--- config.mk ---
export PLATFORM = sky130hd
export DESIGN_NAME = frs_front
export DESIGN_NICKNAME = d
export VERILOG_FILES = /design/src/hdl/frs_pkg.sv /design/src/hdl/frs_front.sv
export SDC_FILE = /design/constraint.sdc
export NUM_CORES = 1
export LEC_CHECK = 0
export ABC_AREA = 1
export BUFFER_PORTS_ARGS = -buffer_cell sky130_fd_sc_hd__clkbuf_2
export CORE_AREA = 3 3 151 153
export CTS_BUF_LIST = sky130_fd_sc_hd__clkbuf_8
export CTS_CLUSTER_DIAMETER = 40
export DETAILED_ROUTE_END_ITERATION = 12
export DIE_AREA = 0 0 154 156
export PLACE_DENSITY = 0.81
export SYNTH_ARGS = -nofsm -noshare
export SYNTH_HDL_FRONTEND = slang
export SYNTH_SLANG_ARGS = --single-unit
--- constraint.sdc ---
create_clock -name clock -period 9.13 [get_ports clock]
set_input_delay 0.913 -clock clock [delete_from_list [all_inputs] [get_ports clock]]
set_output_delay 0.913 -clock clock [all_outputs]
set_load 0.005 [all_outputs]
--- src/hdl/frs_pkg.sv ---
// types, constants and match functions shared by the flow rule overlap scanner
`default_nettype none

package frs_pkg;

   localparam int unsigned ADDR_BITS = 32;
   localparam logic [7:0] WILDCARD_PROTO = 8'h00;

   typedef struct packed {
      logic        mode;
      logic [7:0]  entry;
      logic [31:0] source_address;
      logic [5:0]  source_length;
      logic [31:0] dest_address;
      logic [5:0]  dest_length;
      logic [15:0] source_port_low;
      logic [15:0] source_port_high;
      logic [15:0] dest_port_low;
      logic [15:0] dest_port_high;
      logic [7:0]  protocol_number;
   } req_item_type;

   typedef struct packed {
      logic [7:0] overlap_count;
      logic [8:0] first_overlap;
      logic [8:0] last_overlap;
   } rsp_item_type;

   // one stored rule, as kept in the rule memory
   typedef struct packed {
      logic [31:0] src_addr;
      logic [31:0] dst_addr;
      logic [5:0]  src_len;
      logic [5:0]  dst_len;
      logic [15:0] sp_lo;
      logic [15:0] sp_hi;
      logic [15:0] dp_lo;
      logic [15:0] dp_hi;
      logic [7:0]  proto;
   } rule_type;

   localparam int unsigned RULE_W = $bits(rule_type);

   typedef enum logic [1:0] {
      CMD_LOAD  = 2'd0,
      CMD_QUERY = 2'd1,
      CMD_NULL  = 2'd2
   } cmd_kind_type;

   typedef struct packed {
      cmd_kind_type kind;
      logic [7:0]   entry;
      rule_type     rule;
   } cmd_type;

   localparam logic MODE_LOAD = 1'b0;

   function automatic logic ranges_meet(logic [15:0] alo, logic [15:0] ahi,
                                        logic [15:0] blo, logic [15:0] bhi);
      return !((ahi < blo) || (bhi < alo));
   endfunction

   // shorter prefix length decides, lengths above the address width act as full
   function automatic logic prefixes_meet(logic [31:0] a, logic [5:0] la,
                                          logic [31:0] b, logic [5:0] lb);
      logic [5:0]  len;
      logic [31:0] mask;
      len = (la < lb) ? la : lb;
      if (len > 6'(ADDR_BITS)) len = 6'(ADDR_BITS);
      mask = ~({ADDR_BITS{1'b1}} >> len);
      return ((a ^ b) & mask) == '0;
   endfunction

   function automatic logic rule_overlap(rule_type q, rule_type o);
      logic proto_ok;
      proto_ok = (q.proto == o.proto) || (q.proto == WILDCARD_PROTO)
               || (o.proto == WILDCARD_PROTO);
      return proto_ok
         && ranges_meet(q.sp_lo, q.sp_hi, o.sp_lo, o.sp_hi)
         && ranges_meet(q.dp_lo, q.dp_hi, o.dp_lo, o.dp_hi)
         && prefixes_meet(q.src_addr, q.src_len, o.src_addr, o.src_len)
         && prefixes_meet(q.dst_addr, q.dst_len, o.dst_addr, o.dst_len);
   endfunction

   function automatic logic rule_same(rule_type q, rule_type o);
      return q == o;
   endfunction

endpackage

`default_nettype wire

--- src/hdl/frs_front.sv ---
// front end: takes items, classifies them and queues commands for the scan engine
`default_nettype none

module frs_front import frs_pkg::*; #(
   parameter int TABLE_ENTRIES = 256
) (
   input  wire logic         clock,
   input  wire logic         reset,
   input  wire logic         push,
   output      logic         full,
   input  wire req_item_type req_item,
   output      logic         cmd_valid,
   output      cmd_type      cmd,
   input  wire logic         cmd_pop
);

   cmd_type     cmd_q_ff [2];
   logic        wr_ptr_ff, wr_ptr_in;
   logic        rd_ptr_ff, rd_ptr_in;
   logic [1:0]  count_ff, count_in;
   logic        in_range;
   logic        do_push;
   cmd_type     new_cmd;

   assign full      = (count_ff == 2'd2);
   assign cmd_valid = (count_ff != 2'd0);
   assign cmd       = cmd_q_ff[rd_ptr_ff];

   always_comb begin
      in_range = 32'(req_item.entry) < TABLE_ENTRIES;
      new_cmd.entry = req_item.entry;
      new_cmd.rule.src_addr = req_item.source_address;
      new_cmd.rule.dst_addr = req_item.dest_address;
      new_cmd.rule.src_len  = req_item.source_length;
      new_cmd.rule.dst_len  = req_item.dest_length;
      new_cmd.rule.sp_lo    = req_item.source_port_low;
      new_cmd.rule.sp_hi    = req_item.source_port_high;
      new_cmd.rule.dp_lo    = req_item.dest_port_low;
      new_cmd.rule.dp_hi    = req_item.dest_port_high;
      new_cmd.rule.proto    = req_item.protocol_number;
      if (req_item.mode == MODE_LOAD) begin
         new_cmd.kind = CMD_LOAD;
      end else if (in_range) begin
         new_cmd.kind = CMD_QUERY;
      end else begin
         new_cmd.kind = CMD_NULL;
      end
      // a load beyond the table is dropped here
      do_push = push && !full && !((req_item.mode == MODE_LOAD) && !in_range);

      wr_ptr_in = do_push ? ~wr_ptr_ff : wr_ptr_ff;
      rd_ptr_in = (cmd_pop && cmd_valid) ? ~rd_ptr_ff : rd_ptr_ff;
      count_in  = count_ff + 2'(do_push) - 2'(cmd_pop && cmd_valid);
   end

   always_ff @(posedge clock) begin
      if (reset) begin
         wr_ptr_ff <= 1'b0;
         rd_ptr_ff <= 1'b0;
         count_ff  <= 2'd0;
      end else begin
         wr_ptr_ff <= wr_ptr_in;
         rd_ptr_ff <= rd_ptr_in;
         count_ff  <= count_in;
      end
      if (do_push) begin
         cmd_q_ff[wr_ptr_ff] <= new_cmd;
      end
   end

`ifndef NO_ASSERTIONS
   a_count_bound: assert property (@(posedge clock) disable iff (reset)
      count_ff != 2'd3)
      else $error("command queue count out of range");
`endif

endmodule

`default_nettype wire

==> results.toml <==
[setup_path]
worstPathRequired_ns = 8.22
worst_setup_path_end_kind = "output pin"
critPathLaunchType = "flop"
cp.arrival_ns = 2.54
path_class = "reg -> out"
crit_fanout = 69

[power]
total_power_mw = 3.734
powerDensity_mw_per_mm2 = 260.9
power_frac_clock_pct = 27.5
comb_power_share_pct = 21.3
p_sw_share_pct = 26.14
seqPwrFrac_pct = 51.3
p_switching_mw = 0.9760
p_int_mw = 2.758
peakVddDrop_mv = 0.2513
leakage_nw = 5.490

[route]
wire_per_inst_um = 19.07
drt_iter0_markers = 417
drc_errors = 0
wirelength_mm = 22.94
routed-wl-met2_mm = 11.69
dr_wl_met3_mm = 2.562
detail_route.vias_per_cell = 5.045
wl_met1_mm = 8.161
drt_first_pass_iters = 5
num_vias = 6069
top_layer_used = "met4"
drtAntennaViolNets = 0

[clocking]
cts_hold_buf = 0
cts_buffers = 50
cts_resized = 0
clockBufferDepth = 3
cts_tree = "done"
clk_latency_ns = 0.53
clkTransAtPathRegs_ns = 0.06
numClockSinks = 319
cts-root-buf = "clkbuf_8"
postCtsSetupRepairBufs = 0
h-tree-depth = 2

[run]
drv_cap = 0

[placement]
post_dp_cell_area_sq_mm = 0.01345
port_buffers = 319
placed_cells = 1114
globalplace.congestion = 0.7490
preCtsSetupSlack_ns = 5.648
dpl.hpwl_mm = 15.31

[yosys]
synthesis.nets = 691
syn_inst = 528
yosysSeqAreaShare_pct = 81.95
synthesis.area_sq_mm = 0.01163
synth-seq-cells = 319
ys_types = 13
avgSynthCellArea_sq_um = 22.02
synth_warnings = 0

[floorplan]
die_area_sq_mm = 0.02402
die_w_um = 154
start_util_pct = 53.61
rows = 54
core_area_sq_mm = 0.02169
die_height_um = 156
ios = 321

[sta]
rsz0062_at_grt = "false"
hold_viol = 0
tightest_slew_ns = 1.083
setup_viol_count_final = 0
fin_skew_ns = 0.01907
maxSlewViolCount = 0
clock.fmax_ghz = 0.2893
finalSetupTns_ns = 0
setup_ws_ns = 5.673
period_needed_ns = 3.457
min_period_over_period_pct = 37.86
slew_headroom_pct = 27.77
holdWs_ns = 0.5240

[global_route]
grt_usage_pct = 18.47
antenna_found_initial = 0
grt_pass1_wl_mm = 34.49
grt_pass1_vias = 6441
overflow = 0
grt_max_degree = 83

[layout]
area_delta_synth_final_pct = 23.09
antenna_cells = 0
nFillCells = 1513
nets = 1049
drive_gt1_share_pct = 58.83
design_area_sq_mm = 0.01431
finalNonFillerCells = 1203
utilization_pct = 65.99

[worst_hold_path]
hold_path_class = "reg -> reg"

[outcome]
status = "finished clean"
synthesized netlist by cell type:
cell,number,share of area [%]
buf_2,2,0.086
nor2_1,9,0.29
dfxtp_1,5,0.86
nand2_1,8,0.26
conb_1,1,0.032
mux2_2,157,15
inv_1,9,0.29
nand3_1,3,0.13
buf_4,3,0.19
a21oi_1,2,0.086
ha_1,2,0.22
buf_6,13,1.3
edfxtp_1,314,81
power groups by stage:
stage	sequential (mW)	combinational (mW)	clock, mW
final	1.91	0.795	1.02
after global routing	1.93	0.864	1.13
after CTS	1.92	0.810	1.06
after detailed placement	1.95	0.803	0
after global placement	1.93	0.793	0
after floorplan	1.96	0.488	0
worst max-delay path, stage by stage (launching register included):
cell and delay [ns]:
dfxtp_4 0.58, buf_4 0.74, mux2_2 0.43, clkbuf_2 0.12
registers in the layout, indices dropped and copies added, names as in the netlist, named ones only:
name,flops
wr_ptr_ff,1
cmd_q_ff,314
rd_ptr_ff,1
count_ff,2
cells by family after synthesis:
group / after synthesis / synth area share (%)
multiplexers: 157 / 15.21
buffers and inverters: 27 / 1.829
AO/OA/AOI/OAI: 2 / 0.08609
flip-flops: 319 / 81.95
other: 1 / 0.03225
AND/OR/NAND/NOR: 20 / 0.6779
adder cells (fa/ha/maj): 2 / 0.2152
routing by layer:
| metal | up-vias | track usage (%) |
|---|---|---|
| met2 | 270 | 31.97 |
| met3 | 43 | 8.266 |
| li1 | 2807 | - |
| met4 | 0 | 5.383 |
| met5 | - | 0 |
| met1 | 2949 | 20.84 |
final cells by class:
class	count	area, sq um	area share [%]
Clock buffer	51	701.9	4.904
Clock inverter	38	161.4	1.128
Inverter	9	38.79	0.2710
Multi-Input combinational cell	182	1893	13.23
Sequential cell	319	9533	66.61
Tap cell	280	350.3	2.448
Timing Repair Buffer	324	1634	11.42
cell usage in the layout, fill, tap and decap left out:
cell,n
dfxtp_1,4
a21oi_1,2
buf_4,5
mux2_2,157
inv_6,1
inv_1,19
clkinvlp_4,2
nand2_1,8
clkbuf_8,51
clkinv_4,1
nor2_4,1
clkbuf_2,319
conb_1,1
nor2_1,8
clkinv_1,19
dfxtp_4,1
ha_1,2
clkinv_2,5
nand3_1,3
edfxtp_1,314
final timing paths:
check                    from  slack, ns  cells after the start               to
hold / removal      rd_ptr_ff       0.52                      2        rd_ptr_ff
hold reg to reg     rd_ptr_ff       0.52                      2        rd_ptr_ff
setup reg to reg  count_ff[0]       6.10                      6  cmd_q_ff[0][50]
setup / recovery         flop       5.67                      3           cmd[3]
(Power assumes the default switching activity.)
